--- src/hdl/pdce_pkg.sv ---
`timescale 1ns / 1ps
// ---------------------------------------------------------------------------
// pdce_pkg: shared types and constants of the chunk encoder
// Table geometry, form and payload codes, and the records passed between units.
// ---------------------------------------------------------------------------
package pdce_pkg;

	localparam int HASH_BITS   = 16;
	localparam int TABLE_DEPTH = 1 << HASH_BITS;
	localparam int QUEUE_DEPTH = 4;
	localparam int QPTR_BITS   = 2;
	localparam int QCNT_BITS   = 3;

	typedef enum logic [2:0] {
		FORM_PLAIN  = 3'd0,
		FORM_DICT_A = 3'd1,
		FORM_DICT_B = 3'd2,
		FORM_DICT_C = 3'd3,
		FORM_DICT_D = 3'd4,
		FORM_PRED_A = 3'd5,
		FORM_PRED_B = 3'd6,
		FORM_PRED_C = 3'd7
	} form_t;

	typedef enum logic [1:0] {
		KIND_NONE = 2'd0,
		KIND_HASH = 2'd1,
		KIND_RAW  = 2'd2
	} kind_t;

	localparam form_t RESET_RANK_MAP [8] = '{
		FORM_PLAIN, FORM_DICT_A, FORM_DICT_B, FORM_PRED_A,
		FORM_PRED_B, FORM_DICT_C, FORM_PRED_C, FORM_DICT_D
	};

	// One request as it waits in the queue; the hash is already masked.
	typedef struct packed {
		logic [31:0]          data;
		logic [HASH_BITS-1:0] hash;
	} item_t;

	// A classified request handed to the ranking unit.
	typedef struct packed {
		logic                 valid;
		form_t                form;
		logic [31:0]          data;
		logic [HASH_BITS-1:0] hash;
	} sel_t;

endpackage

--- src/hdl/pdce_queue.sv ---
`timescale 1ns / 1ps
// ---------------------------------------------------------------------------
// pdce_queue: short request queue
// Decouples intake from the table stage so each side can stall on its own.
// ---------------------------------------------------------------------------
module pdce_queue (
	input  logic                              clk,
	input  logic                              arst_n,
	input  logic                              push,
	input  pdce_pkg::item_t                   push_item,
	input  logic                              pop,
	output pdce_pkg::item_t                   head,
	output logic                              full,
	output logic                              empty,
	output logic [pdce_pkg::QCNT_BITS-1:0]    count
);

	pdce_pkg::item_t                  slot_q [pdce_pkg::QUEUE_DEPTH];
	logic [pdce_pkg::QPTR_BITS-1:0]   wr_ptr_q;
	logic [pdce_pkg::QPTR_BITS-1:0]   rd_ptr_q;
	logic [pdce_pkg::QCNT_BITS-1:0]   count_q;

	assign head  = slot_q[rd_ptr_q];
	assign full  = (count_q == pdce_pkg::QCNT_BITS'(pdce_pkg::QUEUE_DEPTH));
	assign empty = (count_q == '0);
	assign count = count_q;

	always_ff @(posedge clk or negedge arst_n) begin
		if (!arst_n) begin
			wr_ptr_q <= '0;
			rd_ptr_q <= '0;
			count_q  <= '0;
		end else begin
			if (push) begin
				wr_ptr_q <= wr_ptr_q + 1'b1;
			end
			if (pop) begin
				rd_ptr_q <= rd_ptr_q + 1'b1;
			end
			if (push && !pop) begin
				count_q <= count_q + 1'b1;
			end else if (pop && !push) begin
				count_q <= count_q - 1'b1;
			end
		end
	end

	always_ff @(posedge clk) begin
		if (push) begin
			slot_q[wr_ptr_q] <= push_item;
		end
	end

endmodule

--- config.mk ---
export PLATFORM = sky130hd
export DESIGN_NAME = pdce_queue
export DESIGN_NICKNAME = d
export VERILOG_FILES = /design/src/hdl/pdce_pkg.sv /design/src/hdl/pdce_queue.sv
export SDC_FILE = /design/constraint.sdc
export NUM_CORES = 1
export LEC_CHECK = 0
export ABC_AREA = 0
export BUFFER_PORTS_ARGS = -buffer_cell sky130_fd_sc_hd__clkbuf_2
export CAP_MARGIN = 20
export CORE_MARGIN = 10
export CORE_UTILIZATION = 45
export CTS_CLUSTER_SIZE = 16
export DETAILED_ROUTE_END_ITERATION = 8
export HOLD_SLACK_MARGIN = 0.05
export PLACE_DENSITY = 0.65
export SYNTH_ARGS = -nofsm -noshare
export SYNTH_HDL_FRONTEND = slang
export SYNTH_SLANG_ARGS = --single-unit
export TNS_END_PERCENT = 50
--- constraint.sdc ---
create_clock -name clk -period 3 [get_ports clk]
set_input_delay 0.15 -clock clk [delete_from_list [all_inputs] [get_ports clk]]
set_output_delay 0.15 -clock clk [all_outputs]
set_load 0.1 [all_outputs]
## Word level (Yosys, flattened, before mapping)

Memory sizes are Yosys's and may differ from the RTL's.
Index checks and enable logic that the tools add are counted.

- Reductions and logical operators: 6
- Muxes and demuxes: 4
- Equal/unequal tests: 1
- Add/sub/neg operators: 4

Operator list:

| operator | count |
|---|---|
| $mux W3 | 2 |
| $add A2 B1 Y2 const B | 2 |
| $add A3 B1 Y3 const B | 1 |
| $eq A3 B3 Y1 const B | 1 |
| $logic_not A3 Y1 | 1 |
| $sub A3 B1 Y3 const B | 1 |
| $logic_and A1 B1 Y1 | 2 |
| $logic_not A1 Y1 | 2 |
| $mux W1 | 2 |
| $reduce_bool A2 Y1 | 1 |

- Word-level logic and storage cells: 19
- Bits in writable memories: 192
- Memories kept: 1
- Flip-flop bits (word level): 7

Memory list:

| memory | words | bits a word | read ports | clocked after Yosys merged registers in | write ports | line | text |
|---|---|---|---|---|---|---|---|
| slot_q | 4 | 48 | 1 | 0 | 1 | pdce_queue.sv:18 | `pdce_pkg::item_t slot_q [pdce_pkg::QUEUE_DEPTH];` |

## Logic depth before layout (Yosys ltp)

Gate-level depths: netlist of run 1.

- Depth in word-level cells: 4
- Depth in mapped cells: 7
- Mapped depth without buffers: 7

## Worst setup path before layout of run 1

Ideal clock, no wire load.

- Path type: reg2out
- From: reg count_q, in the netlist count[2]
- To: out full
- Arrival time: 3.253 ns
- Stages on the path, launching flop included: 2
- Slack: -0.403 ns
- Path buffers: 0
- Cells stage by stage: dfrtp_1 > nor3b_1

- Longest elaborated chain between the ends: 1

Ends and longest elaborated chain:

| item | line | text |
|---|---|---|
| start: declaration | pdce_queue.sv:21 | `logic [pdce_pkg::QCNT_BITS-1:0] count_q;` |
| start signal: assignment | pdce_queue.sv:41 | `count_q <= count_q + 1'b1;` |
| start signal: assignment | pdce_queue.sv:43 | `count_q <= count_q - 1'b1;` |
| $eq A3 B3 Y1 | pdce_queue.sv:24 | `assign full = (count_q == pdce_pkg::QCNT_BITS'(pdce_pkg::QUEUE_DEPTH));` |
| end: declaration | pdce_queue.sv:13 | `output logic full,` |

Every way passes these cells.

==> results.py, run 1 <==
metrics = {
    "route": {
        "drc": 0,
        "vias": 3464,
        "dr.pass1.iters": 4,
        "drtAntennaViolNets": 0,
        "viasPerCell": 5.06,
        "route.detailed.wl_per_inst_um": 20.0,
        "drtIter0Drc": 247,
        "wirelength_um": 13700,
    },
    "finish": {
        "fin_util_pct": 58.1,
        "area_growth_pct": 26.1,
        "drive_gt1_share_pct": 42.3,
        "antenna_cells": 0,
        "nets": 513,
    },
    "floorplanning": {
        "die-area_um2": 21900,
        "core_um2": 16000,
        "rows": 46,
        "die_h_um": 148,
        "initial_utilization_pct": 46.1,
        "pin_count": 105,
        "dieWidth_um": 148,
    },
    "sta": {
        "fmax_mhz": 381,
        "fin_hold_ws_ps": 90.9,
        "rsz0062_at_grt": "no",
        "fin_crit_ps": 2620,
        "worst_slew_pin_slew_ps": 581,
        "slew_viol_final": 0,
        "fin_ws_ps": 375,
        "final_hold_viol_count": 0,
        "slew_headroom_pct": 61.3,
        "finalSetupTns_ps": 0,
        "fin_crit_sh_pct": 87.5,
        "finClkSkew_ps": 8.54,
        "setup_violations": 0,
    },
    "logic_synthesis": {
        "synth_seq_area_share_pct": 80.5,
        "synth_cell_types": 19,
        "synth_commonest_cells": "edfxtp_1, mux4_2, dfrtp_1, buf_12, ha_1",
        "synth_fp_nets": 343,
        "synth.area.top_cells": "edfxtp_1, mux4_2, dfrtp_1, buf_12, ha_1",
        "synth_cells": 285,
        "avgSynthCellArea_um2": 25.9,
        "synth-seq-cells": 199,
        "synthFlopType": "edfxtp_1",
        "synth_edf_count": 192,
        "netlist_area_um2": 7380,
        "ys.warnings.count": 0,
        "async_flop_share_pct": 3.52,
        "yosysTopAreaCell": "edfxtp_1",
        "synth_top_area_share_pct": 78.2,
        "synth.most_common_cell": "edfxtp_1",
    },
    "clock_tree": {
        "post_cts_buffers": 0,
        "cts_root_buf": "clkbuf_16",
        "numCtsBuffers": 17,
        "cts_tree": "done",
        "cts_sinks": 199,
        "cts_max_level": 4,
        "clkLatencyLatePin_ps": 430,
        "cts_buffer_depth": 2,
        "clk_pin_slew_ps": 70,
    },
    "run": {
        "maxCapViolations": 0,
    },
    "global_routing": {
        "grt_pass1_vias": 3882,
        "grt.overflow.total": 0,
        "antenna_found_initial": 0,
        "grt_max_degree": 33,
        "grt_pass1_wl_um": 21800,
        "grtUsageTotal_pct": 13.1,
    },
    "setup_path": {
        "arrival_ps": 2470,
        "endpoint_kind": "output pin",
        "cp.required_ps": 2850,
        "startpoint_type": "flip-flop",
        "worstSetupPathType": "reg2out",
        "crit_fanout": 27,
    },
    "worst_hold_path": {
        "hold_path.class": "in2async",
    },
    "placement": {
        "numPortBuffers": 104,
        "gp_congestion": 0.744,
        "place_ws_ps": 792,
        "dp_hpwl_um": 8490,
    },
    "outcome": {
        "status": "finished, final reports clean",
    },
}
metrics by stage:
step | instances | cell area, um^2
2_1_floorplan | 285 | 7380
3_3_place_gp | 601 | 8170
3_5_place_dp | 601 | 8170
4_1_cts | 684 | 9300
5_1_grt | 684 | 9300
6_report | 684 | 9300
worst max-delay path, cell delays in order (launching register included):
cell and delay (ps):
dfrtp_4 800, buf_4 320, mux4_2 520, clkbuf_2 380
layer usage:
metal,vias up,part of all wire [%],global-route usage (%),wire (um)
met5,-,0,0,0
met4,0,1.0,4.31,140
met3,13,6.0,4.40,819
met2,117,49,20.5,6670
met1,1788,44,16.9,6030
li1,1546,-,-,-
kinds of logic (layout without fill, tap and decap cells):
group | Yosys count | after routing | synth area share (%)
buffers and inverters | 15 | 198 | 2.09
adder cells (fa/ha/maj) | 6 | 6 | 1.12
AO/OA/AOI/OAI | 1 | 1 | 0.0678
AND/OR/NAND/NOR | 9 | 9 | 0.661
flip-flops | 199 | 199 | 80.5
XOR/XNOR | 6 | 6 | 0.712
multiplexers | 49 | 49 | 14.8
flip-flops by register name (all words and copies together) (netlist names):
| register | flops |
|---|---|
| count | 3 |
| rd_ptr_q | 2 |
| slot_q | 192 |
| wr_ptr_q | 2 |
worst paths after layout:
check / from / endpoint / slack, ps / depth (start not counted)
min in group clk: pop / rd_ptr_q[0]$_DFFE_PN0P_ / 470 / 3
setup reg to reg: wr_ptr_q[1]$_DFFE_PN0P_ / slot_q[1][5]$_DFFE_PP_ / 1210 / 4
hold reg to reg: count[2]$_DFFE_PN0P_ / count[2]$_DFFE_PN0P_ / 510 / 1
max in group asynchronous: arst_n / rd_ptr_q[0]$_DFFE_PN0P_ / 2720 / 2
setup / recovery: rd_ptr_q[0]$_DFFE_PN0P_ / head[15] / 380 / 3
hold / removal: arst_n / rd_ptr_q[0]$_DFFE_PN0P_ / 90 / 2
layout by cell type (no fill, tap or decap), drive strengths merged:
| cell | netlist | final |
|---|---|---|
| edfxtp | 192 | 192 |
| xor2 | 4 | 4 |
| fa | 1 | 1 |
| xnor2 | 2 | 2 |
| mux4 | 48 | 48 |
| nor2 | 1 | 1 |
| clkinv | 0 | 5 |
| nand2 | 2 | 2 |
| clkinvlp | 0 | 2 |
| mux2 | 1 | 1 |
| nor3b | 1 | 1 |
| buf | 11 | 7 |
| inv | 4 | 8 |
| o21ai | 1 | 1 |
| ha | 5 | 5 |
| dfrtp | 7 | 7 |
| bufinv | 0 | 3 |
| clkbuf | 0 | 122 |
| and2 | 4 | 4 |
| nor3 | 1 | 1 |
| dlygate4sd3 | 0 | 51 |
timing repair:
action	CTS	global route
resized for setup	0	0
hold buffers	51	0
endpoints found under the hold margin	203	0
cell type report:
type | instances | area (um^2)
clock buffer | 18 | 429
clock inverter | 14 | 191
fill | 1191 | 6700
inverter | 4 | 15.0
multi-input combinational | 71 | 1290
sequential | 199 | 5950
tap | 216 | 270
timing repair buffer | 162 | 1160
Power of run 1 is not shown: default switching activity piles up to over one toggle a cycle in this logic, so the estimate is an artifact.
==> run 2: changes to the inputs <==
--- a/config.mk
+++ b/config.mk
@@ -6,14 +6,13 @@
 export NUM_CORES = 1
 export LEC_CHECK = 0
 export ABC_AREA = 0
-export BUFFER_PORTS_ARGS = -buffer_cell sky130_fd_sc_hd__clkbuf_2
 export CAP_MARGIN = 20
 export CORE_MARGIN = 10
 export CORE_UTILIZATION = 45
 export CTS_CLUSTER_SIZE = 16
 export DETAILED_ROUTE_END_ITERATION = 8
+export DONT_BUFFER_PORTS = 1
 export HOLD_SLACK_MARGIN = 0.05
-export PLACE_DENSITY = 0.65
 export SYNTH_ARGS = -nofsm -noshare
 export SYNTH_HDL_FRONTEND = slang
 export SYNTH_SLANG_ARGS = --single-unit
==> results.py, run 2 (same netlist as run 1, synthesis figures left out) <==
metrics = {
    "outcome": {
        "status": "finished, final reports clean",
    },
    "sta": {
        "finClkSkew_ps": 8.30,
        "final_hold_viol_count": 0,
        "slew_viol_final": 0,
        "fin_hold_ws_ps": 198,
        "worst_slew_pin_slew_ps": 996,
        "rsz0062_at_grt": "no",
        "setup_violations": 0,
        "slew_headroom_pct": 33.6,
        "fin_crit_sh_pct": 87.9,
        "fin_crit_ps": 2640,
        "fmax_mhz": 379,
    },
    "global_routing": {
        "grt_pass1_vias": 3382,
        "grt_pass1_wl_um": 20900,
        "grt_max_degree": 41,
        "grt.overflow.total": 0,
        "antenna_found_initial": 0,
        "grtUsageTotal_pct": 12.7,
    },
    "clock_tree": {
        "cts_root_buf": "clkbuf_16",
        "cts_buffer_depth": 2,
        "numCtsBuffers": 17,
        "cts_resized": 0,
        "cts_sinks": 199,
        "clk_pin_slew_ps": 70,
        "cts_max_level": 4,
        "cts_tree": "done",
        "clkLatencyLatePin_ps": 430,
    },
    "floorplanning": {
        "dieWidth_um": 148,
        "core_um2": 16000,
        "die_h_um": 148,
        "initial_utilization_pct": 46.1,
        "pin_count": 105,
        "rows": 46,
        "die-area_um2": 21900,
    },
    "route": {
        "drtIter0Drc": 247,
        "route.detailed.wl_per_inst_um": 22.9,
        "vias": 3138,
        "drc": 0,
        "drtAntennaViolNets": 0,
        "dr.pass1.iters": 4,
        "wirelength_um": 13400,
        "viasPerCell": 5.35,
    },
    "setup_path": {
        "startpoint_type": "flip-flop",
        "endpoint_kind": "output pin",
        "critical_path.max_stage_delay_ps": 830,
        "cp.required_ps": 2850,
        "worstSetupPathType": "reg2out",
        "crit_fanout": 29,
        "cp_cell_sequence": "buf_4 -> mux4_2",
        "critPathSlowestCell": "dfrtp_4",
        "arrival_ps": 2490,
    },
    "finish": {
        "seq_area_um2": 5950,
        "mostFrequentLayoutCells": "edfxtp_1, dlygate4sd3_1, mux4_2",
        "fin_area_um2": 8830,
        "top_register": "slot_q",
        "multi_input_area_um2": 1300,
        "area_growth_pct": 19.7,
        "antenna_cells": 0,
        "drive_gt1_share_pct": 27.0,
        "fillers": 1249,
        "nets": 415,
        "final_common_cell": "edfxtp_1",
        "largest_reg_flops": 192,
    },
    "placement": {
        "dp_hpwl_um": 8310,
        "place_area_um2": 7690,
        "numPortBuffers": 0,
        "gp_congestion": 0.712,
    },
    "worst_hold_path": {
        "hold_path.class": "in2reg",
    },
    "run": {
        "maxCapViolations": 0,
    },
}
-- run 2: cell types whose count changed in the layout (fill, tap and decap cells not counted), sizes merged --
cell	delta
clkbuf	-104
buf	+4
inv	+2
clkinv	-1
dlygate4sd3	+1
-- run 2: through the flow --
step | setup TNS (ps) | setup WS [ps] | cells | util [%]
after floorplan | -166 | -166 | 285 | -
after CTS | 0 | 276 | 586 | 55.2
final | 0 | 364 | 586 | 55.2
after global routing | 0 | 189 | 586 | 55.2
after global placement | 0 | 772 | 502 | 48.1
after detailed placement | 0 | 748 | 502 | 48.1
-- run 2: layer usage --
layer	wire length (um)	up-vias	global-route usage [%]
li1	-	1345	-
met1	5650	1684	15.9
met2	6600	92	19.9
met3	962	17	4.98
met4	208	0	4.31
met5	0	-	0
-- run 2: final timing paths --
path                       cells after the start                     from                      end  slack, ps
max                                            2  rd_ptr_q[0]$_DFFE_PN0P_                 head[22]        360
min in group asynchronous                      2                   arst_n     count[1]$_DFFE_PN0P_        620
max reg2reg                                    4  wr_ptr_q[0]$_DFFE_PN0P_   slot_q[0][5]$_DFFE_PP_       1230
max in group asynchronous                      2                   arst_n  rd_ptr_q[0]$_DFFE_PN0P_       2110
min                                            1                     push  slot_q[3][46]$_DFFE_PP_        200
min reg2reg                                    1  wr_ptr_q[0]$_DFFE_PN0P_  wr_ptr_q[0]$_DFFE_PN0P_        560
-- run 2: area by class of cell --
cell class,count,share of cell area [%]
Clock buffer,17,4.82
Multi-Input combinational cell,71,14.8
Sequential cell,199,67.3
Clock inverter,15,2.17
Tap cell,216,3.06
Inverter,4,0.170
Timing Repair Buffer,64,7.68
-- run 2: critical path, delay by kind of cell (launching register included) --
kind | cells | cell delay, ps
buffers and inverters | 1 | 380
DFF | 1 | 830
muxes | 1 | 820
-- run 2: timing repair --
| item | 4_1_cts | 5_1_grt |
|---|---|---|
| hold buffers | 52 | 0 |
| buffers inserted | 0 | 0 |
| endpoints found under the hold margin | 204 | 0 |
Power of run 2 is left out for the same reason.
