### src/hdl/pdce_pkg.sv
`timescale 1ns / 1ps
// ---------------------------------------------------------------------------
// pdce_pkg: shared types and constants of the chunk encoder
// Table geometry, form and payload codes, and the records passed between units.
// ---------------------------------------------------------------------------
package pdce_pkg;

	localparam int HASH_BITS   = 16;
	localparam int TABLE_DEPTH = 1 << HASH_BITS;
	localparam int QUEUE_DEPTH = 4;
	localparam int QPTR_BITS   = 2;
	localparam int QCNT_BITS   = 3;

	typedef enum logic [2:0] {
		FORM_PLAIN  = 3'd0,
		FORM_DICT_A = 3'd1,
		FORM_DICT_B = 3'd2,
		FORM_DICT_C = 3'd3,
		FORM_DICT_D = 3'd4,
		FORM_PRED_A = 3'd5,
		FORM_PRED_B = 3'd6,
		FORM_PRED_C = 3'd7
	} form_t;

	typedef enum logic [1:0] {
		KIND_NONE = 2'd0,
		KIND_HASH = 2'd1,
		KIND_RAW  = 2'd2
	} kind_t;

	localparam form_t RESET_RANK_MAP [8] = '{
		FORM_PLAIN, FORM_DICT_A, FORM_DICT_B, FORM_PRED_A,
		FORM_PRED_B, FORM_DICT_C, FORM_PRED_C, FORM_DICT_D
	};

	// One request as it waits in the queue; the hash is already masked.
	typedef struct packed {
		logic [31:0]          data;
		logic [HASH_BITS-1:0] hash;
	} item_t;

	// A classified request handed to the ranking unit.
	typedef struct packed {
		logic                 valid;
		form_t                form;
		logic [31:0]          data;
		logic [HASH_BITS-1:0] hash;
	} sel_t;

endpackage

### src/hdl/pdce_rank.sv
`timescale 1ns / 1ps
// ---------------------------------------------------------------------------
// pdce_rank: adaptive form ranking and result register
// Looks up the rank of the chosen form, emits its code and updates counters.
// ---------------------------------------------------------------------------
module pdce_rank (
	input  logic                 clk,
	input  logic                 arst_n,
	input  logic                 en,
	input  pdce_pkg::sel_t       sel_s2,
	output logic                 out_valid,
	output logic [2:0]           form_id,
	output logic [6:0]           code_bits,
	output logic [2:0]           code_length,
	output logic [1:0]           payload_kind,
	output logic [31:0]          payload
);

	pdce_pkg::form_t rank_map_q [8];
	logic [7:0]      usage_q [8];
	pdce_pkg::form_t rank_map_n [8];
	logic [7:0]      usage_n [8];

	logic [2:0]      rank;
	logic [2:0]      above_r;
	pdce_pkg::form_t above;
	logic [7:0]      cnt;
	logic            swap, halve;
	pdce_pkg::kind_t kind;
	logic [31:0]     pay;

	always_comb begin
		rank = '0;
		for (int r = 0; r < 8; r++) begin
			if (rank_map_q[3'(r)] == sel_s2.form) begin
				rank = 3'(r);
			end
		end
		cnt     = usage_q[sel_s2.form] + 8'd1;
		above_r = rank - 3'd1;
		above   = rank_map_q[above_r];
		swap    = (rank != '0) && (usage_q[above] < cnt);
		halve   = (rank == '0) && cnt[7];
		rank_map_n = rank_map_q;
		usage_n    = usage_q;
		usage_n[sel_s2.form] = cnt;
		if (swap) begin
			rank_map_n[above_r] = sel_s2.form;
			rank_map_n[rank]    = above;
		end
		if (halve) begin
			for (int r = 0; r < 8; r++) begin
				usage_n[3'(r)] = usage_n[3'(r)] >> 1;
			end
		end
		if (sel_s2.form == pdce_pkg::FORM_PLAIN) begin
			kind = pdce_pkg::KIND_RAW;
			pay  = sel_s2.data;
		end else if (sel_s2.form inside {[pdce_pkg::FORM_DICT_A:pdce_pkg::FORM_DICT_D]}) begin
			kind = pdce_pkg::KIND_HASH;
			pay  = 32'(sel_s2.hash);
		end else begin
			kind = pdce_pkg::KIND_NONE;
			pay  = '0;
		end
	end

	always_ff @(posedge clk or negedge arst_n) begin
		if (!arst_n) begin
			out_valid  <= 1'b0;
			rank_map_q <= pdce_pkg::RESET_RANK_MAP;
			for (int r = 0; r < 8; r++) begin
				usage_q[3'(r)] <= '0;
			end
		end else if (en) begin
			out_valid <= sel_s2.valid;
			if (sel_s2.valid) begin
				rank_map_q <= rank_map_n;
				usage_q    <= usage_n;
			end
		end
	end

	always_ff @(posedge clk) begin
		if (en && sel_s2.valid) begin
			form_id      <= sel_s2.form;
			code_bits    <= (rank == 3'd7) ? 7'd0 : (7'd1 << rank);
			code_length  <= (rank == 3'd7) ? 3'd7 : (rank + 3'd1);
			payload_kind <= kind;
			payload      <= pay;
		end
	end

endmodule

### config.mk
export PLATFORM = sky130hd
export DESIGN_NAME = pdce_rank
export DESIGN_NICKNAME = d
export VERILOG_FILES = /design/src/hdl/pdce_pkg.sv /design/src/hdl/pdce_rank.sv
export SDC_FILE = /design/constraint.sdc
export NUM_CORES = 1
export LEC_CHECK = 0
export BUFFER_PORTS_ARGS = -buffer_cell sky130_fd_sc_hd__buf_2
export CAP_MARGIN = 5
export CORE_MARGIN = 2
export CORE_UTILIZATION = 40
export DETAILED_ROUTE_END_ITERATION = 10
export PLACE_DENSITY = 0.74
export SYNTH_ARGS = -nofsm -noshare
export SYNTH_HDL_FRONTEND = slang
export SYNTH_SLANG_ARGS = --single-unit
### constraint.sdc
create_clock -name clk -period 0.8 [get_ports clk]
set_input_delay 0.08 -clock clk [delete_from_list [all_inputs] [get_ports clk]]
set_output_delay 0.08 -clock clk [all_outputs]
set_load 0.01 [all_outputs]
Word-level counts from Yosys, hierarchy flattened
Cells that the tools add are included.
- $add $sub $neg: 3
- order comparisons: 10
- equality and inequality tests: 5
- shift operators: 1
- mux-type cells: 26
- bitwise operators: 4
- reduce and logical (&&, ||, !) cells: 13
- operator list (kind ; count):
    bitwise mux 64 bit ; 1
    two-way mux 32 bit ; 2
    binary-select mux 8 bit (select 3 bit) ; 2
    bitwise mux 24 bit ; 2
    two-way mux 8 bit ; 5
    demux 8 bit (select 3 bit) ; 1
    demux 3 bit (select 3 bit) ; 2
    >= comparator 4 bit (second input constant) ; 4
    two-way mux 16 bit ; 1
    NOT 3 -> 4 bit ; 4
    two-way mux 3 bit ; 5
    < comparator 4 x 1 -> 1 bit (second input constant) ; 3
    binary-select mux 3 bit (select 3 bit) ; 1
    equality test 3 bit ; 3
    adder 8 x 1 -> 8 bit (second input constant) ; 1
    < comparator 8 bit ; 1
    logical AND 1 bit ; 7
    << shifter 1 x 3 -> 7 bit (first input constant) ; 1
    logical NOT 3 bit ; 2
    AND reduction 3 bit ; 2
    two-way mux 2 bit ; 2
    adder 3 x 1 -> 3 bit (second input constant) ; 1
    equality test 3 bit (first input constant) ; 1
    equality test 3 bit (second input constant) ; 1
    other kinds (6) ; 7
- bits in registers: 136
- bits of input ports: 55
- output and inout bits: 48

Logic depth before layout (Yosys ltp)
Gate-level depths: netlist of run 1.
- depth in word-level cells: 17
- depth in mapped cells: 4

Worst setup path before layout of run 1
Ideal clock, no wire load.
- kind: input to register
- from: input port en
- to: register form_id[0], enable pin
- setup time: 0.398 ns
- data arrival time: 0.986 ns
- slack: -0.584 ns
- stages: 1
- path through: and2_1
- word-level cells in the longest chain between the ends: 1
- RTL lines (item ; line ; source):
    from (decl) ; pdce_rank.sv:9 ; input logic en,
    logical AND 1 bit ; pdce_rank.sv:85 ; if (en && sel_s2.valid) begin
    to (signal assigned) ; pdce_rank.sv:86 ; form_id <= sel_s2.form;
    to (decl) ; pdce_rank.sv:12 ; output logic [2:0] form_id,
Every way passes these cells.
A chain may end at the register's enable or synchronous reset.

Worst setup path after layout of run 1
- from: register payload[10]
- to: output port payload[10]
- RTL lines (item ; line ; source):
    from (decl) ; pdce_rank.sv:16 ; output logic [31:0] payload
    from (signal assigned) ; pdce_rank.sv:90 ; payload <= pay;
No word-level cell between the ends.

==> metrics.sh, run 1 <==
ROUTE.ANTENNA.REMAINING_NETS=0
GLOBALROUTE.TOTALOVERFLOW=0
PLACEMENT.CELL_AREA_UM2=2421
FLOORPLAN.CORE_AREA_UM2=4414
INITIAL_UTILIZATION=0.4181
SYN_AREA_PER_CELL_UM2=14.65
DETAILEDPLACE.WORSTSLACK_PS=-253.1
SYNTH.CELLS.MOST_FREQUENT='sky130_fd_sc_hd__edfxtp_1, sky130_fd_sc_hd__mux2i_1, sky130_fd_sc_hd__and2_1'
FF_TO_FF_SETUP_SLACK_PS=50
SYNTH-MAIN-FF-CELL='sky130_fd_sc_hd__edfxtp_1'
GRT_SETUP_UNREPAIRED='true'
CRITICAL_PATH.REG2REG.STARTPOINT='out_valid'
POWER_PER_CELL_AREA_nW_PER_UM2=1836
SYNTHTOPCELLSBYAREA='sky130_fd_sc_hd__edfxtp_1, sky130_fd_sc_hd__mux2i_1, sky130_fd_sc_hd__and2_1'
H-TREE-DEPTH=2
NUMBER_OF_ENABLE_FLIP_FLOP_CELLS_AFTER_SYNTHESIS=37
DRT_ITER0_MARKERS=51
POST_DRT_WL_PER_CELL_UM=12.68
PLACED_CELLS=271
CLKLATENCYLATEPIN_PS=290
GRT_PASS1_VIAS=1172
SYNTHDOMINANTCELLAREASHARE=0.6020
GRT_MOST_USED_LAYER='met2'
RR_WORST_DEPTH=1
LEAKAGE_POWER_TOTAL_nW=1.171
ASYNC_S_R_FF_SHARE_SYNTH=0.02632
MIN_FROM='sel_s2[51]'
MULTI_INPUT_AREA_UM2=609.3
MAX-VDD-IR-DROP_V=0.0006800
DR.PASS1.ITERS=4
OUTCOME='complete, but fails checks'
FINAL_HOLD_VIOL_COUNT=0
YOSYS.AREA.TOP_TYPE='sky130_fd_sc_hd__edfxtp_1'
GROUTE.LAYER.MET3.USAGE=0.03611
CPMAXSTAGEDELAYCELL='sky130_fd_sc_hd__edfxtp_1'
SETUP_TOTAL_NEG_SLACK_PS=-2894
ANTENNADIODECOUNT=0
MIN_DELAY_WORST_ENDPOINT='out_valid'
REGISTER_AREA_UM2=1136
CRITICAL_PATH_DATA_REQUIRED_TIME_PS=720
FIN_HOLD_WS_PS=44.66
DR_TOTAL_VIAS=1258
AREA_GROWTH_SYN_TO_LAYOUT_PCT=37.63
FINAL_PERIOD_MINUS_WORST_SETUP_SLACK_PS=914.9
CLOCK_TREE.BUFFER_DEPTH=2
GRT_ANTENNA_BEFORE_REPAIR=0
PORTBUFFERS=92
WORST_PATH_CLK_SLEW_PS=80
DIEWIDTH_UM=71.93
FIN_AREA_UM2=2540
WORST_SLACK_PS=-114.9
ARRIVAL_PS=830
PLACEMENTROWS=24
IO_PINS=103
YOSYSSEQAREASHARE=0.6156
SLOWEST_DELAY_PS=390
CTS_INSERTED_BUFFERS=5
WORST_PATH_DOMINANT_CELL_FAMILY='flip-flops'
POST_LAYOUT_NONFILLER_INSTANCES=280
MAXCLOCKFREQUENCY_MHz=1093
MIN_PATH_CELLS=2
GRTUSAGEMET1=0.1665
CRITPATHMAXFANOUT=1
TIMING_MAX_TRANSITION_VIOLATIONS_FINAL=0
GRTUSAGEMET2=0.2284
FINISH.NET_COUNT=282
R2R_END='out_valid'
GRT_START_MAX_NET_PINS=20
CRIT_PATH_END_KIND='output pin'
CRIT_PATH_CELL_TRACE='buf_2'
FILLERINSTANCES=374
CTS_RESIZED=0
YOSYSWARNINGS=0
CTS.SINKS=38
CAP_VIOL_MAX_COUNT=0
SYNTH.LIB_CELLS_USED.DISTINCT=15
SYNTH.FF_LATCH_COUNT=38
WORST-SETUP-PATH-TYPE='flip-flop to output pin'
HP-CLASS='input pin to flip-flop'
BUFFER_TYPE_AT_THE_CLOCK_TREE_ROOT='sky130_fd_sc_hd__clkbuf_8'
SETUP_VIOL=38
DP.FINAL_HPWL_MM=2.701
FIN_SKEW_PS=0
DRT_DRC_VIOLATIONS_LEFT=0
POST_SYN_AREA_UM2=1846
SYNTH_CELLS=126
PERIOD_SHARE=1.144
FINAL_LAYOUT_SIZE_SUFFIX_GT1_FRAC=0.4956
SYNTH.MOST_COMMON_CELL='sky130_fd_sc_hd__edfxtp_1'
CP.BUFFERS_INVERTERS=1
GRTUSAGETOTAL=0.1395
WORST_SETUP_PATH_START_KIND='flip-flop'
GRT_PASS1_WL_MM=5.361
VIOLATIONS='negative setup slack'
CTS_TREE='yes'
GP_CONGESTION=0.7222
DIE_AREA_UM2=5173
DIEHEIGHT_UM=71.93
AVGVIACOUNTPERCELL=4.493
WL_MM=3.551
==> cell families (layout without fill, tap and decap cells) <==
group                     count (synthesis)  in the layout  share of synthesized area
other                                     2             10                   0.004069
muxes                                    33             33                     0.1797
and+or+nand+nor                          35             35                     0.1241
buffers and inverters                    17            111                    0.07186
xor gates and xnor gates                  1              1                   0.004747
DFF                                      38             38                     0.6156
==> stage by stage <==
stage               power [W]  utilization
global route         0.004849       0.5754
detailed placement   0.003128       0.5485
CTS                  0.004727       0.5754
finish               0.004663       0.5754
floorplan            0.002807            -
global placement     0.003116       0.5485
==> area by class of cell <==
cell class,instances,area share
clock buffers,5,0.02709
clock inverters,3,0.01576
multi-input cells,79,0.2399
flip-flops and latches,38,0.4473
well taps,52,0.02562
repair buffers,103,0.2443
==> worst max-delay path by stage <==
| stage | end | slack, ps | depth (start not counted) | start |
|---|---|---|---|---|
| 2_1_floorplan | payload_kind[0] | -170 | 4 | sel_s2[48] |
| 3_3_place_gp | payload_kind[0] | -250 | 4 | sel_s2[48] |
| 3_5_place_dp | payload_kind[0] | -250 | 4 | sel_s2[48] |
| 4_1_cts | payload[15] | -130 | 1 | payload[15] |
| 5_1_grt | payload[0] | -150 | 1 | payload[0] |
| 6_report | payload[10] | -110 | 1 | payload[10] |
==> sequential cells by signal, indices dropped and copies added, names as in the netlist <==
| register | cells |
|---|---|
| form_id | 3 |
| payload_kind | 2 |
| out_valid | 1 |
| payload | 32 |
==> report_power, final <==
part | internal (W) | switching [W] | leakage [nW]
Combinational | 0.000368 | 0.000343 | 0.781
Clock | 0.000917 | 0.000667 | 0.0579
Sequential | 0.00234 | 0.0000324 | 0.332
==> layout by cell type, fill, tap and decap left out <==
cell type / n
sky130_fd_sc_hd__and2_1: 16
sky130_fd_sc_hd__and2_4: 1
sky130_fd_sc_hd__buf_12: 6
sky130_fd_sc_hd__buf_2: 92
sky130_fd_sc_hd__buf_4: 4
sky130_fd_sc_hd__bufinv_16: 1
sky130_fd_sc_hd__clkbuf_8: 5
sky130_fd_sc_hd__clkinv_2: 2
sky130_fd_sc_hd__conb_1: 10
sky130_fd_sc_hd__dfrtp_1: 1
sky130_fd_sc_hd__dlygate4sd3_1: 1
sky130_fd_sc_hd__edfxtp_1: 37
sky130_fd_sc_hd__mux2_2: 1
sky130_fd_sc_hd__mux2i_1: 32
sky130_fd_sc_hd__nand2b_1: 16
sky130_fd_sc_hd__nor3_4: 1
sky130_fd_sc_hd__or2_1: 1
sky130_fd_sc_hd__xor2_1: 1
==> repair_timing <==
action	CTS	global route
endpoints found under the setup margin	38	38
setup buffers	0	0
hold endpoints to repair	1	0
hold buffers	1	0
==> per-layer routing <==
layer,vias up,part of all wire
met5,-,0
met4,0,0.020
met3,7,0.095
met2,67,0.47
met1,559,0.42
li1,625,-
Note: power is estimated with default switching activity, not from simulation.
==> run 2, diff against run 1 <==
--- a/config.mk
+++ b/config.mk
@@ -11,6 +11,7 @@
 export CORE_UTILIZATION = 40
 export DETAILED_ROUTE_END_ITERATION = 10
 export PLACE_DENSITY = 0.74
+export SLEW_MARGIN = 20
 export SYNTH_ARGS = -nofsm -noshare
 export SYNTH_HDL_FRONTEND = slang
 export SYNTH_SLANG_ARGS = --single-unit
==> constraint.sdc (replaced) <==
create_clock -name clk -period 0.8 [get_ports clk]
set_input_delay 0.08 -clock clk [delete_from_list [all_inputs] [get_ports clk]]
set_output_delay 0.08 -clock clk [all_outputs]
set_load 0.1 [all_outputs]
==> run 2 against run 1 <==
Effect of this change:
- the flow still finishes with violations (negative setup slack)
- clock-buffer cell count grew 1
- sequential power up 3%
- flip-flop and latch count did not move
- combinational power grew to 3.1 times the previous value
- sequential share of layout area is 8.0 points lower
- maximum frequency fell by 18%
- critical path depth grew 1
- register-to-register slack worse by 90 ps
- core utilization grew 13 points
- power is 26% higher
- global-route usage is 1.1 points higher
- first-iteration DRC count grew 7.8%
==> metrics.sh, run 2 (same netlist as run 1, synthesis figures left out) <==
OUTCOME='complete, but fails checks'
VIOLATIONS='negative setup slack'
CPMAXSTAGEDELAYCELL='sky130_fd_sc_hd__dfrtp_4'
FINISH.NET_COUNT=282  # unchanged
WORST_SETUP_PATH_START_KIND='flip-flop'
GRT_START_MAX_NET_PINS=20  # unchanged
HP-CLASS='input pin to flip-flop'
FLOORPLAN.CORE_AREA_UM2=4414  # unchanged
DETAILEDPLACE.WORSTSLACK_PS=-241.3  # +11.83 ps
POWER_PER_CELL_AREA_nW_PER_UM2=1899  # +3.4%
MOSTFREQUENTLAYOUTCELL='sky130_fd_sc_hd__buf_2'
DR_TOTAL_VIAS=1301  # +3.4%
TIMING_MAX_TRANSITION_VIOLATIONS_FINAL=0  # unchanged
INITIAL_UTILIZATION=0.4181  # unchanged
FINAL_HOLD_VIOL_COUNT=0  # unchanged
WORST_PATH_CLK_SLEW_PS=70  # about the same
BUFFER_TYPE_AT_THE_CLOCK_TREE_ROOT='sky130_fd_sc_hd__clkbuf_8'
FIN_HOLD_WS_PS=39.41  # -5.249 ps
CTS_TREE='yes'
CRITICAL_PATH_DATA_REQUIRED_TIME_PS=720  # about the same
TOP_REGISTERS='payload x32, form_id x3, payload_kind x2'
ARRIVAL_PS=1040  # +210 ps
FIN_SKEW_PS=0  # unchanged
GP_CONGESTION=0.7101  # -1.7%
DIE_AREA_UM2=5173  # unchanged
POST-CTS-SETUP-BUFFERS=0  # unchanged
PERIOD_SHARE=1.402  # +0.2587
GRTUSAGETOTAL=0.1503  # +0.01076
GRT_PASS1_WL_MM=5.858  # +9.3%
CRIT_PATH_END_KIND='output pin'
LAYOUT.CELLS.MOST_COMMON_LIST='sky130_fd_sc_hd__buf_2, sky130_fd_sc_hd__buf_12, sky130_fd_sc_hd__edfxtp_1, sky130_fd_sc_hd__mux2i_1'
DIEHEIGHT_UM=71.93  # unchanged
PLACEMENTROWS=24  # unchanged
CLKLATENCYLATEPIN_PS=280  # about the same
FIN_AREA_UM2=3103  # +22%
CLOCK_TREE.BUFFER_DEPTH=2  # unchanged
DRT_DRC_VIOLATIONS_LEFT=0  # unchanged
AVGVIACOUNTPERCELL=4.646  # +3.4%
WL_MM=3.860  # +8.7%
POST_DRT_WL_PER_CELL_UM=13.79  # +8.7%
SLOWEST_DELAY_PS=480  # +90 ps
DR.PASS1.ITERS=4  # unchanged
FINAL_LAYOUT_SIZE_SUFFIX_GT1_FRAC=0.4912  # -0.004386
PLACEMENT.CELL_AREA_UM2=3008  # +24%
CTS_INSERTED_BUFFERS=5  # unchanged
ROUTE.ANTENNA.REMAINING_NETS=0  # unchanged
H-TREE-DEPTH=2  # unchanged
TOTAL_POWER_W=0.005893  # +26%
IO_PINS=103  # unchanged
WORST_SLACK_PS=-321.9  # -206.9 ps
ANTENNADIODECOUNT=0  # unchanged
DP.FINAL_HPWL_MM=3.062  # +13%
AREA_GROWTH_SYN_TO_LAYOUT_PCT=68.14
WORST-SETUP-PATH-TYPE='flip-flop to output pin'
SETUP_VIOL=39  # +2.6%
CAP_VIOL_MAX_COUNT=0  # unchanged
DIEWIDTH_UM=71.93  # unchanged
DRT_ITER0_MARKERS=55  # +7.8%
PORTBUFFERS=92  # unchanged
GLOBALROUTE.TOTALOVERFLOW=0  # unchanged
GRT_ANTENNA_BEFORE_REPAIR=0  # unchanged
CRIT_PATH_CELL_TRACE='buf_6 > buf_12'
CRITPATHMAXFANOUT=2  # +1
CTS.SINKS=38  # unchanged
GRT_SETUP_UNREPAIRED='true'
FLIP_FLOP_COUNT_OF_THE_LARGEST_REGISTER_ALL_COPIES_AND_WORDS_ADDED=32  # unchanged
LEAKAGE_POWER_TOTAL_nW=1.400  # +20%
GRT_PASS1_VIAS=1237  # +5.5%
LARGEST-REGISTER='payload'
SETUP_TOTAL_NEG_SLACK_PS=-6634  # -3740 ps
MAXCLOCKFREQUENCY_MHz=891.4  # -18%
FINAL_PERIOD_MINUS_WORST_SETUP_SLACK_PS=1122  # +206.9 ps
MAX-VDD-IR-DROP_V=0.0007881  # +16%
==> run 2: cell types whose count changed in the layout (fill, tap and decap cells not counted) <==
| cell | delta |
|---|---|
| sky130_fd_sc_hd__buf_12 | +39 |
| sky130_fd_sc_hd__buf_2 | -38 |
| sky130_fd_sc_hd__buf_4 | -2 |
| sky130_fd_sc_hd__buf_6 | +1 |
| sky130_fd_sc_hd__bufinv_16 | -1 |
| sky130_fd_sc_hd__clkbuf_1 | +1 |
| sky130_fd_sc_hd__clkinv_1 | +1 |
| sky130_fd_sc_hd__clkinv_2 | -1 |
| sky130_fd_sc_hd__dfrtp_1 | -1 |
| sky130_fd_sc_hd__dfrtp_4 | +1 |
==> run 2: path summary, 6_finish.rpt <==
path / startpoint / endpoint / slack (ps) / cells after the start
min in group asynchronous: arst_n / out_valid / 130 / 2
max reg2reg: out_valid / out_valid / -40 / 1
max: out_valid / out_valid / -320 / 2
min reg2reg: out_valid / out_valid / 580 / 1
min: sel_s2[51] / out_valid / 40 / 2
max in group asynchronous: arst_n / out_valid / 580 / 2
==> run 2: worst max-delay path: cells and delay by family, from the launching register on <==
kind / cells / cell delay [ps]
buffers and inverters: 2 / 280
flip-flops: 1 / 480
==> run 2: metrics by stage <==
| stage | utilization | std cells |
|---|---|---|
| final | 0.7029 | 280 |
| after global routing | 0.7029 | 280 |
| after CTS | 0.7029 | 280 |
| after detailed placement | 0.6814 | 271 |
| after global placement | 0.6814 | 271 |
| after floorplan | - | 134 |
==> run 2: routing by layer <==
layer / global-route usage / share of wire
met3: 0.03611 / 0.092
met4: 0.07128 / 0.025
met2: 0.2726 / 0.52
met5: 0 / 0
met1: 0.1648 / 0.37
==> run 2: layout make-up <==
cell class	count	area, µm²
fill	283	1311
multi-input combinational	79	609.3
sequential	38	1140
tap	52	65.06
clock buffer	6	72.57
timing repair buffer	103	1207
clock inverter	2	8.758
==> run 2: repair_timing <==
action,CTS,global route
gates resized for setup,1,0
hold endpoints to repair,1,0
hold buffers,1,0
setup endpoints to repair,39,39
pin swaps,0,0
==> run 2: report_power, final <==
part,switching [W],internal (W)
clock,0.000630,0.000599
combinational,0.00143,0.000779
sequential,0.000104,0.00235
