[src/hdl/pdce_pkg.sv]
`timescale 1ns / 1ps
// ---------------------------------------------------------------------------
// pdce_pkg: shared types and constants of the chunk encoder
// Table geometry, form and payload codes, and the records passed between units.
// ---------------------------------------------------------------------------
package pdce_pkg;

	localparam int HASH_BITS   = 16;
	localparam int TABLE_DEPTH = 1 << HASH_BITS;
	localparam int QUEUE_DEPTH = 4;
	localparam int QPTR_BITS   = 2;
	localparam int QCNT_BITS   = 3;

	typedef enum logic [2:0] {
		FORM_PLAIN  = 3'd0,
		FORM_DICT_A = 3'd1,
		FORM_DICT_B = 3'd2,
		FORM_DICT_C = 3'd3,
		FORM_DICT_D = 3'd4,
		FORM_PRED_A = 3'd5,
		FORM_PRED_B = 3'd6,
		FORM_PRED_C = 3'd7
	} form_t;

	typedef enum logic [1:0] {
		KIND_NONE = 2'd0,
		KIND_HASH = 2'd1,
		KIND_RAW  = 2'd2
	} kind_t;

	localparam form_t RESET_RANK_MAP [8] = '{
		FORM_PLAIN, FORM_DICT_A, FORM_DICT_B, FORM_PRED_A,
		FORM_PRED_B, FORM_DICT_C, FORM_PRED_C, FORM_DICT_D
	};

	// One request as it waits in the queue; the hash is already masked.
	typedef struct packed {
		logic [31:0]          data;
		logic [HASH_BITS-1:0] hash;
	} item_t;

	// A classified request handed to the ranking unit.
	typedef struct packed {
		logic                 valid;
		form_t                form;
		logic [31:0]          data;
		logic [HASH_BITS-1:0] hash;
	} sel_t;

endpackage

[src/hdl/pdce_front.sv]
`timescale 1ns / 1ps
// ---------------------------------------------------------------------------
// pdce_front: request intake
// Registers each incoming request, masks its hash and pushes it into the queue.
// ---------------------------------------------------------------------------
module pdce_front (
	input  logic                 clk,
	input  logic                 arst_n,
	input  logic                 in_valid,
	output logic                 in_stall,
	input  logic [31:0]          data_word,
	input  logic [15:0]          word_hash,
	input  logic                 clr_busy,
	input  logic                 q_full,
	output logic                 push,
	output pdce_pkg::item_t      push_item
);

	logic            valid_q;
	pdce_pkg::item_t item_q;
	logic            accept;

	assign in_stall  = clr_busy || (valid_q && q_full);
	assign accept    = in_valid && !in_stall;
	assign push      = valid_q && !q_full;
	assign push_item = item_q;

	always_ff @(posedge clk or negedge arst_n) begin
		if (!arst_n) begin
			valid_q <= 1'b0;
		end else if (accept) begin
			valid_q <= 1'b1;
		end else if (push) begin
			valid_q <= 1'b0;
		end
	end

	always_ff @(posedge clk) begin
		if (accept) begin
			item_q.data <= data_word;
			item_q.hash <= word_hash[pdce_pkg::HASH_BITS-1:0];
		end
	end

endmodule

[config.mk]
export PLATFORM = sky130hd
export DESIGN_NAME = pdce_front
export DESIGN_NICKNAME = d
export VERILOG_FILES = /design/src/hdl/pdce_pkg.sv /design/src/hdl/pdce_front.sv
export SDC_FILE = /design/constraint.sdc
export NUM_CORES = 1
export LEC_CHECK = 0
export BUFFER_PORTS_ARGS = -buffer_cell sky130_fd_sc_hd__buf_4
export CAP_MARGIN = 20
export CORE_ASPECT_RATIO = 1.25
export CORE_MARGIN = 2
export CORE_UTILIZATION = 36
export DETAILED_ROUTE_END_ITERATION = 16
export PLACE_DENSITY = 0.68
export SLEW_MARGIN = 40
export SYNTH_ARGS = -nofsm -noshare
export SYNTH_HDL_FRONTEND = slang
export SYNTH_SLANG_ARGS = --single-unit
[constraint.sdc]
create_clock -name clk -period 3.17 [get_ports clk]
set_input_delay 0.1585 -clock clk [delete_from_list [all_inputs] [get_ports clk]]
set_output_delay 0.1585 -clock clk [all_outputs]
set_load 0.01 [all_outputs]
== Word level (Yosys, flattened, before mapping) ==
Cells that the tools add are included.

* Output and inout port bits: 50
* Word-level logic and storage cells: 12
* Flip-flop bits (word level): 49
* Input bits: 53

* Reductions and logical operators: 7
* Multiplexer cells: 2

{| class="wikitable"
|+ Operators with widths
! operator !! count
|-
| logical AND 1 bit || 3
|-
| zero test 1 bit || 2
|-
| two-way mux 1 bit || 2
|-
| nonzero test 2 bit || 1
|-
| logical OR 1 bit || 1
|}

== Logic depth before layout (Yosys ltp) ==
Gate-level depths: netlist of run 1.

* Word-level depth: 5
* Depth in mapped cells: 2
* Depth with buffers taken out: 2

== Worst setup path before layout of run 1 ==
OpenSTA, ideal clock, no wires.

* Path kind: flip-flop to flip-flop
* From: register valid_q
* To: register item_q, in the netlist push_item[0] (enable)
* Required time: 2.748 ns
* Setup slack: 0.947 ns
* Clock period less this slack: 2.223 ns
* Data arrival time: 1.801 ns
* Cell stages (with the launch flop): 2
* Setup time: 0.422 ns
* Cell sequence: dfrtp_1 a21oi_2

* Word-level cells in the longest chain between the ends: 4

{| class="wikitable"
|+ Ends and longest elaborated chain
! what !! RTL line !! text
|-
| start: declaration || pdce_front.sv:19 || <nowiki>logic valid_q;</nowiki>
|-
| start signal: assignment || pdce_front.sv:30 || <nowiki>valid_q <= 1'b0;</nowiki>
|-
| start signal: assignment || pdce_front.sv:32 || <nowiki>valid_q <= 1'b1;</nowiki>
|-
| start signal: assignment || pdce_front.sv:34 || <nowiki>valid_q <= 1'b0;</nowiki>
|-
| logical AND 1 bit || pdce_front.sv:23 || <nowiki>assign in_stall = clr_busy || (valid_q && q_full);</nowiki>
|-
| logical OR 1 bit || pdce_front.sv:23 ||
|-
| zero test 1 bit || pdce_front.sv:24 || <nowiki>assign accept = in_valid && !in_stall;</nowiki>
|-
| logical AND 1 bit || pdce_front.sv:24 ||
|-
| via accept || pdce_front.sv:21 || <nowiki>logic accept;</nowiki>
|-
| end: declaration || pdce_front.sv:20 || <nowiki>pdce_pkg::item_t item_q;</nowiki>
|}

The timed path passes the listed nets, and every way through them passes these cells.
A chain may end at the register's enable or synchronous reset.

== Worst setup path after layout of run 1 ==
* From: register valid_q
* To: register item_q, in the netlist push_item[40] (enable)

Same word-level chain as after synthesis.

==> results summary, run 1 <==
The run finished with clean final reports. The DRC violation total after the first TritonRoute iteration is 13. The final net count came out at 219. The internal power is 1.05 mW. The aggregate global-route resource usage came out at 14.7%.

The cell area reported after detailed placement came out at 2360 um2. The H-tree generated during clock tree synthesis spans 2 levels. The number of filler instances in the final layout came out at 340.

The routability congestion estimate from global placement came out at 0.658. The CTS sink count is 49. The diode insertion count for antenna repair came out at 0. The number of placed cells counting well taps is 214. The most frequent standard cell in the layout excluding fill and tap cells is sky130_fd_sc_hd__buf_4. In the routed design, unresolved DRC markers number 0. The peak supply drop is 0.307 mV. The I/O pin count came out at 103. The via count of the first global-routing pass is 976.

Dividing the final minimum period by the clock period gives 56.2%. For this block, the routed nets add up to 3160 um of wire. The final critical delay including setup and external delays is 1.78 ns. The synthesized netlist devotes 0.580% of its cell area to compound gates. The longest clock path from root to sink contains 2 buffers. The routed length per placed instance came out at 14.2 um.

The worst relative slew slack came out at 52.2%. The worst hold path begins at data_word[2]. By area, the combinational part of the netlist is dominated by simple AND/OR/NAND/NOR gates. The sequential cell area came out at 1470 um2. The power per cell area came out at 523 nW/um2. The first global-routing pass estimated 4760 um of wire.

For this run, the number of standard cells in the final layout without fillers is 223. The number of clock buffers inserted by TritonCTS came out at 5. The maximum fanout along the worst path is 26.

The maximum number of pins on one net before global-route repair is 27. Of the post-synthesis cell area, the part taken by muxes is 0%. STA classifies the critical path startpoint as a register. In this run the register-to-register setup slack is 1.39 ns.

The per-cell via count in the routed design is 4.18. The count of mapped cells out of synthesis is 55. The slew at the pin closest to its max-slew limit came out at 0.715 ns. Max-cap violations in this run came to 0.

The routed layout has 932 vias. The part of the power in combinational logic came out at 9.4%. In the layout the commonest cells are 103 x sky130_fd_sc_hd__buf_4, 48 x sky130_fd_sc_hd__edfxtp_1, 5 x sky130_fd_sc_hd__clkbuf_8. The clock latency of the later-clocked register in the worst-skew pair came out at 0.30 ns. On the final layout, the worst clock skew is 0.00691 ns. For this run, the number of Yosys warnings is 0. Sequential cells account for 58.1% of the total power. The class of the most critical setup path is register to register. Cells fill 60.9% of the core in the end. In this run the static leakage power is 1.03 nW. The post-cts repair resize count came out at 0. The die width is 61.9 um. In the final layout, the share of cells above drive strength 1 is 66.5%. The startpoint identified for the worst register-to-register timing path is valid_q$_DFFE_PN0P_. STA classifies the critical path endpoint as a register. The cell area after synthesis came out at 1510 um2. The multi-input gate area in the final layout came out at 50.0 um2. The final max-slew violation count came out at 0. The share of total power consumed by net switching came out at 18.8%. The placeable core region came out at 4070 um2. The site row count came out at 26. The tightest min-delay check is of the input pin to register type. The number of endpoints with negative hold slack in the final report was 0.

The synthesized flop and latch total came out at 49. The upper clock frequency limit came out at 561 MHz. The number of iterations in the first detailed-routing pass came out at 4. The met3 demand-to-capacity share in global routing came out at 5.09%. The root cell of the clock tree is sky130_fd_sc_hd__clkbuf_8. The final cell area excluding filler cells is 2480 um2. The post-synthesis cell type count is 7. The number of buffer cells added on primary ports came out at 102. The clock transition time at the flip-flop clock pins of the worst setup and hold paths is 0.08 ns. The post-synthesis average cell area is 27.4 um2.

At the worst endpoint, the arrival time is 1.75 ns. The count of nets left with antenna violations after detail routing came out at 0. The sequential element share of the synthesized area is 97.2%.

The start point of the critical path is valid_q$_DFFE_PN0P_. Setup slack closes at 1.39 ns. The aggregate negative setup slack is 0 ns. Setup repair after global routing left no endpoint under its margin. The number of nets in the synthesized netlist is 108. The area fraction in and, or, nand and nor cells after synthesis came out at 2.24%. The met1 demand-to-capacity share in global routing came out at 14.0%. The number of antenna violations at the first check in global routing came to 0. The relative contribution of the clock network to total power is 32.4%. The worst setup slack before clock tree synthesis came out at 1.36 ns. Setup violations remaining at the end of the flow were counted as 0.

The xor/xnor share of the synthesized area is 0%. After global routing, the most crowded layer is met2. TritonCTS built the clock tree. The synthesized-area fraction occupied by adder cells is 0%. The switching power is 243 uW. The required time of the critical path is 3.14 ns.

The starting density of the core came out at 37.1%. The die area came out at 4730 um2. The layout overhead on the synthesized area came out at 64.1%. The chip height came out at 76.4 um. The remaining global-route overflow is 0.

The global routing met2 resource utilization came out at 26.4%.
[worst paths after layout]
| check | to | cells after the start |
|---|---|---|
| hold / removal | push_item[18]$_DFFE_PP_ | 1 |
| min in group asynchronous | valid_q$_DFFE_PN0P_ | 2 |
| max in group asynchronous | valid_q$_DFFE_PN0P_ | 2 |
| setup reg to reg | push_item[40]$_DFFE_PP_ | 2 |
| setup / recovery | push_item[40]$_DFFE_PP_ | 2 |
| hold reg to reg | valid_q$_DFFE_PN0P_ | 2 |
[cells in the mapped netlist]
cell type	number	area [um2]
sky130_fd_sc_hd__edfxtp_1	48	1440
sky130_fd_sc_hd__nand2_1	2	7.51
sky130_fd_sc_hd__a21oi_2	1	8.76
sky130_fd_sc_hd__dfrtp_1	1	25.0
sky130_fd_sc_hd__nand2b_1	1	6.26
sky130_fd_sc_hd__nand2b_4	1	13.8
sky130_fd_sc_hd__nor2b_1	1	6.26
[worst max-delay path: stages, from the launching register on]
cell and delay, ns:
sky130_fd_sc_hd__dfrtp_1 0.42, sky130_fd_sc_hd__a21oi_4 0.59, sky130_fd_sc_hd__buf_4 0.44
[stage by stage]
stage / hold slack (ns) / total power, mW
floorplan: -0.137 / 0.796
global placement: -0.0653 / 0.886
detailed placement: -0.0651 / 0.891
CTS: 0.0222 / 1.31
global route: 0.0157 / 1.35
finish: 0.0328 / 1.29
[cells by family after synthesis]
kind of cell       count (synthesis)
DFF                               49
and+or+nand+nor                    5
AOI/OAI and AO/OA                  1
[power by group through the flow]
| stage | logic [mW] | registers, mW | clock network (mW) |
|---|---|---|---|
| 2_1_floorplan | 0.0143 | 0.782 | 0 |
| 3_3_place_gp | 0.120 | 0.767 | 0 |
| 3_5_place_dp | 0.124 | 0.768 | 0 |
| 4_1_cts | 0.125 | 0.753 | 0.434 |
| 5_1_grt | 0.131 | 0.756 | 0.461 |
| 6_report | 0.122 | 0.752 | 0.420 |
[layer usage]
metal	share of wire, %	wire (um)	vias to the layer above
met1	31	970	446
met2	62	1960	45
met3	6.1	193	4
li1	-	-	437
met5	0	0	-
met4	1.2	39	0
[sequential cells by signal, summed over array words and instances, names as in the netlist]
| name | cells |
|---|---|
| push_item | 48 |
| valid_q | 1 |
[cell type report]
type                    instances  area share, %
multi-input cells               6           2.02
repair buffers                104           31.6
flip-flops and latches         49           59.2
clock inverters                 2           1.36
well taps                      56           2.83
clock buffers                   6           2.93
[what timing repair did]
action,in CTS,in global routing
endpoints found under the hold margin,1,0
buffers inserted,0,0
hold buffers,1,0
No activity file was read; power rests on OpenSTA's default activity.
==> run 2: changes to the inputs <==
==> constraint.sdc (replaced) <==
create_clock -name clk -period 1.75 [get_ports clk]
set_input_delay 0.0875 -clock clk [delete_from_list [all_inputs] [get_ports clk]]
set_output_delay 0.0875 -clock clk [all_outputs]
set_load 0.01 [all_outputs]
==> results summary, run 2 (same netlist as run 1, synthesis figures left out) <==
Input and output buffers added on the ports amount to 102. STA classifies the critical path endpoint as a register. The number of endpoints with negative hold slack in the final report came out at 0. The final critical delay including setup and external delays is 1.19 ns. The congestion estimate from routability-driven global placement came to 0.653.

In this run the worst path has a maximum fanout of 48. The upper clock frequency limit is 842 MHz. The aggregate negative setup slack is 0 ns. The flow ran to the end, and the final reports show no timing, DRC or antenna violations.

The maximum number of pins on one net before global-route repair came out at 49. The via count of the first global-routing pass is 1284. The die is 61.9 um wide. The slew at the pin closest to its max-slew limit is 0.254 ns.

The I/O pin count came out at 103. For this run, design rule violations remaining after detail routing come to 0. The first global-routing pass estimated 5580 um of wire. The peak supply drop came out at 0.607 mV. For the final database, setup skew stands at 0.00385 ns.

The CTS H-tree depth is 2. The per-cell via count in the routed design is 4.16. The cell count of the worst hold path came out at 3.

The die is 76.4 um tall. The number of failing setup endpoints in the final timing report came out at 0. The total wire length came out at 3720 um.

The most frequent standard cell in the layout excluding fill and tap cells is sky130_fd_sc_hd__buf_4. The maximum clock insertion buffer count came out at 2. The number of antenna violations at the first check in global routing is 0. The clock latency of the later-clocked register in the worst-skew pair is 0.29 ns. Compared with the post-synthesis result, the final layout area differs by 96.8%. The leakage power total came out at 1.24 nW.

The routed length per placed instance came out at 13.7 um. The TritonCTS clock tree is done. The number of placed cells counting well taps came out at 214.

The number of clock buffers inserted by TritonCTS is 5. The required time of the critical path came out at 1.73 ns. After clock tree synthesis, the clock-pin slew on the worst setup and hold paths is 0.08 ns. The worst relative slew slack is 83.0%. Global routing consumed, over all layers together, 16.4% of the routing resources.

The total of max-cap violations came out at 0. The final instance count without filler cells came out at 271. The number of cells on the worst reg-to-reg path is 2. The remaining global-route overflow came out at 0. The final max-slew violation count is 0. The number of flip-flops under the largest register name is 48. In this design, the stage delay of the slowest critical-path cell is 0.43 ns. The worst-path cell with the longest stage delay is sky130_fd_sc_hd__dfrtp_1. The DRC violation total after the first TritonRoute iteration came out at 18. For this block, the via count after detailed routing is 1128.

The half-perimeter wire length after detailed placement is 2440 um. STA classifies the critical path startpoint as a register. The floorplan has 26 rows. For this run, the detailed router's first-pass iteration total came to 3. In the layout the commonest cells are 102 x sky130_fd_sc_hd__buf_4, 49 x sky130_fd_sc_hd__dlygate4sd3_1, 48 x sky130_fd_sc_hd__edfxtp_1. Once the floorplan was initialized, standard cells occupied 37.1% of the core. The total area inside the core boundary comes to 4070 um2. Clock tree synthesis selected as its root buffer the cell sky130_fd_sc_hd__clkbuf_8.

The die area is 4730 um2. The diode insertion count for antenna repair is 0. The path class of the tightest hold or removal check is input pin to register.

The clock drives 49 sinks. The post-cts repair resize count came out at 0. The final net count came out at 267. The arrival time of the worst setup path is 1.16 ns. The fraction of layout instances using a drive strength above 1 is 51.6%. Setup repair after global routing left no endpoint under its margin.

Fill cells in the final layout number 261. Traced cell by cell, the critical path runs through a21oi_4 -> buf_12. The number of buffers inserted to repair setup after CTS came out at 0. The power per cell area is 819 nW/um2. The final critical path takes up 67.9% of the cycle. The class of the most critical setup path is register to register. The count of nets left with antenna violations once routing finished came out at 0.

At the end of the flow the core is filled with cells to 73.0%.
-- run 2: power breakdown --
group | switching [mW] | internal (mW)
Sequential | 0.0151 | 1.35
Clock | 0.331 | 0.422
Combinational | 0.107 | 0.208
-- run 2: critical path, delay by kind of cell (launching register included) --
kind | cells | cell delay (ns)
flops | 1 | 0.43
buf+inv | 1 | 0.26
compound gates | 1 | 0.16
-- run 2: final timing paths --
path	startpoint	end	slack (ns)
max	valid_q$_DFFE_PN0P_	push_item[27]$_DFFE_PP_	0.56
min	in_valid	valid_q$_DFFE_PN0P_	0.04
max reg2reg	valid_q$_DFFE_PN0P_	push_item[27]$_DFFE_PP_	0.56
min reg2reg	valid_q$_DFFE_PN0P_	valid_q$_DFFE_PN0P_	0.60
max in group asynchronous	arst_n	valid_q$_DFFE_PN0P_	1.54
min in group asynchronous	arst_n	valid_q$_DFFE_PN0P_	0.13
-- run 2: per-layer routing --
metal	wire, um	track usage (%)	vias to the layer above
met1	1190	13.8	522
met3	323	7.64	10
met2	2120	31.1	63
li1	-	-	533
met5	0	0	-
met4	87	5.53	0
-- run 2: per-stage QoR --
step | hold slack (ns) | power [mW] | cell area, um2 | setup slack, ns
finish | 0.0423 | 2.43 | 2970 | 0.562
global route | 0.0344 | 2.53 | 2970 | 0.515
CTS | 0.0318 | 2.46 | 2970 | 0.565
detailed placement | -0.136 | 1.62 | 2370 | 0.579
global placement | -0.137 | 1.61 | 2370 | 0.614
floorplan | -0.208 | 1.44 | 1520 | 0.0941
-- run 2: final cells by class --
class | count | area (um2) | share of cell area [%]
flip-flops and latches | 49 | 1470 | 49.4
clock buffers | 6 | 72.6 | 2.44
repair buffers | 152 | 1280 | 43.0
well taps | 56 | 70.1 | 2.36
clock inverters | 2 | 33.8 | 1.14
multi-input cells | 6 | 50.0 | 1.69
-- run 2: timing repair --
action                                  4_1_cts  5_1_grt
hold buffers                                 49        0
endpoints found under the hold margin        49        0
endpoints found under the setup margin        0        0
==> run 3: changes to the inputs <==
==> constraint.sdc (replaced) <==
create_clock -name clk -period 1.2 [get_ports clk]
set_input_delay 0.06 -clock clk [delete_from_list [all_inputs] [get_ports clk]]
set_output_delay 0.06 -clock clk [all_outputs]
set_load 0.01 [all_outputs]
==> results summary, run 3 (same netlist as run 1, synthesis figures left out) <==
The CTS sink count came out at 49. The aggregate global-route resource usage is 16.5%. The share of total power consumed by net switching came out at 19.5%. The number of failing setup endpoints in the final timing report is 0. Of the total power, the clock network draws 31.8%. In this run the power spent charging and discharging nets is 703 uW. The aggregate negative setup slack is 0 ns. The start point of the critical path is in_valid. The worst hold slack after final layout is 0.0566 ns. The die area came out at 4730 um2. The worst register-to-register path begins at valid_q$_DFFE_PN0P_.

The diode insertion count for antenna repair came out at 0. The count of nets left with antenna violations after detail routing came out at 0. Post-CTS repair changed the size of 0 cells. Max-cap violations in this run came to 0. The power per cell area is 1200 nW/um2. The final critical delay including setup and external delays came out at 1.15 ns.

The upper clock frequency limit came out at 867 MHz. The TritonCTS clock tree is done. The via count of the first global-routing pass is 1234. The core region is 4070 um2. The arrival time of the worst setup path came out at 1.15 ns. The first global-routing pass estimated 5520 um of wire.

The site row count is 26. The number of antenna violations at the first check in global routing came out at 0. Per report_power, the sequential group accounts for 55.2% of the total. The starting density of the core is 37.1%. The cell count of the worst hold path is 3.

Clock-pin slew was measured on the worst setup and hold paths at 0.08 ns. The part of the power in combinational logic came out at 13.1%. The maximum fanout along the worst path is 27.

The critical path capture point type is a register. The nature of the critical path startpoint is an input pin. The maximum clock insertion buffer count is 2. Routability-driven placement finished with a final weighted congestion of 0.655. The path class of the tightest hold or removal check is input pin to register. The peak supply drop came out at 0.955 mV.

The internal power is 2.90 mW. Setup repair after global routing left no endpoint under its margin. The CTS H-tree depth came out at 2.

The final worst-path setup slack is 0.0470 ns. The slew at the pin closest to its max-slew limit is 0.193 ns. The total wire length is 3750 um. The final net count is 269.

The worst relative slew slack came out at 87.1%. The run finished with clean final reports. The final critical path takes up 96.1% of the cycle. The I/O pin count is 103. Relative to the synthesized area, the layout overhead comes to 99.3%. The maximum number of pins on one net before global-route repair is 28.

The floorplan step set the die height to 76.4 um. The class of the most critical setup path is input pin to register. For this block, the initial DRC count from the detailed router was 20. The leakage power total came out at 1.25 nW. Cells with a size suffix above 1 make up 52.5% of the layout. Detailed placement finished with a half-perimeter wire length of 2490 um. After detailed routing, the average wire length per cell comes to 13.7 um.

The number of endpoints with negative hold slack in the final report came out at 0. The count of unresolved DRC violations after routing is 0. The number of cells on the worst reg-to-reg path is 2. Dividing the detail-routed via count by the number of cells gives 4.16. During placement, the flow inserted port buffers numbering 102.

Across the routed clock network, the largest skew measured is 0.00800 ns. The die width came out at 61.9 um. The remaining global-route overflow came out at 0. The most frequent standard cell in the layout excluding fill and tap cells is sky130_fd_sc_hd__buf_4. Summing internal, switching and leakage power gives 3.60 mW. The number of clock buffers inserted by TritonCTS came out at 5.

Leaving out fill and tap cells, the most frequent cells in the layout are 102 x sky130_fd_sc_hd__buf_4, 50 x sky130_fd_sc_hd__dlygate4sd3_1, 48 x sky130_fd_sc_hd__edfxtp_1. STA puts the critical path data required time at 1.20 ns. The clock latency of the later-clocked register in the worst-skew pair is 0.30 ns. Timing analysis after detailed placement gives a worst setup slack of 0.0690 ns.

The number of vias after detailed routing is 1136. The final max-slew violation count is 0. The number of iterations in the first detailed-routing pass is 4. The root buffer cell chosen for the clock tree is sky130_fd_sc_hd__clkbuf_8.

The register with the most flip-flops in the layout has 48 of them. The worst hold path begins at q_full.
[run 3: cell types whose count changed in the layout (fill, tap and decap cells not counted)]
cell,delta
sky130_fd_sc_hd__clkinvlp_4,+1
sky130_fd_sc_hd__clkinv_4,+1
sky130_fd_sc_hd__buf_12,+1
sky130_fd_sc_hd__clkinv_1,-1
sky130_fd_sc_hd__dlygate4sd3_1,+1
sky130_fd_sc_hd__clkbuf_1,-1
[run 3: layout make-up]
cell class	count	area [um2]
sequential	49	1470
clock inverter	3	46.3
tap	56	70.1
fill	245	1060
clock buffer	5	68.8
timing repair buffer	154	1310
multi-input combinational	6	50.0
[run 3: worst paths after layout]
path,to,slack [ns]
worst max-delay path,push_item[1]$_DFFE_PP_,0.05
worst min-delay path,valid_q$_DFFE_PN0P_,0.06
worst max register to register,push_item[1]$_DFFE_PP_,0.06
worst min register to register,valid_q$_DFFE_PN0P_,0.61
max in group asynchronous,valid_q$_DFFE_PN0P_,1.04
min in group asynchronous,valid_q$_DFFE_PN0P_,0.08
[run 3: routing by layer]
metal  part of all wire (%)  GRT usage [%]  wire [um]
met1                     33           16.0       1230
met2                     56           29.6       2110
met3                    8.4           6.45        316
met4                    2.5           6.17         92
met5                      0              0          0
[run 3: through the flow]
stage          util [%]  instance area (um2)  cells
2_1_floorplan         -                 1520     55
6_report           74.0                 3010    273
5_1_grt            74.0                 3010    273
3_5_place_dp       58.8                 2390    215
4_1_cts            74.0                 3010    273
3_3_place_gp       58.8                 2390    215
[run 3: critical path: stages]
cell                            delay [ns]
sky130_fd_sc_hd__dlygate4sd3_1        0.52
sky130_fd_sc_hd__buf_4                0.11
sky130_fd_sc_hd__nand2b_4             0.06
sky130_fd_sc_hd__a21oi_4              0.18
sky130_fd_sc_hd__buf_12               0.21
[run 3: power groups by stage]
stage               clock network, mW  registers [mW]  logic [mW]
detailed placement                  0            2.03       0.342
CTS                              1.17            1.99       0.474
finish                           1.14            1.99       0.472
floorplan                           0            2.06      0.0395
global placement                    0            2.03       0.332
global route                     1.24            1.99       0.505
[run 3: timing repair]
action,CTS,global route
setup buffers,0,0
hold buffers,50,0
hold endpoints to repair,50,0
setup endpoints to repair,0,0
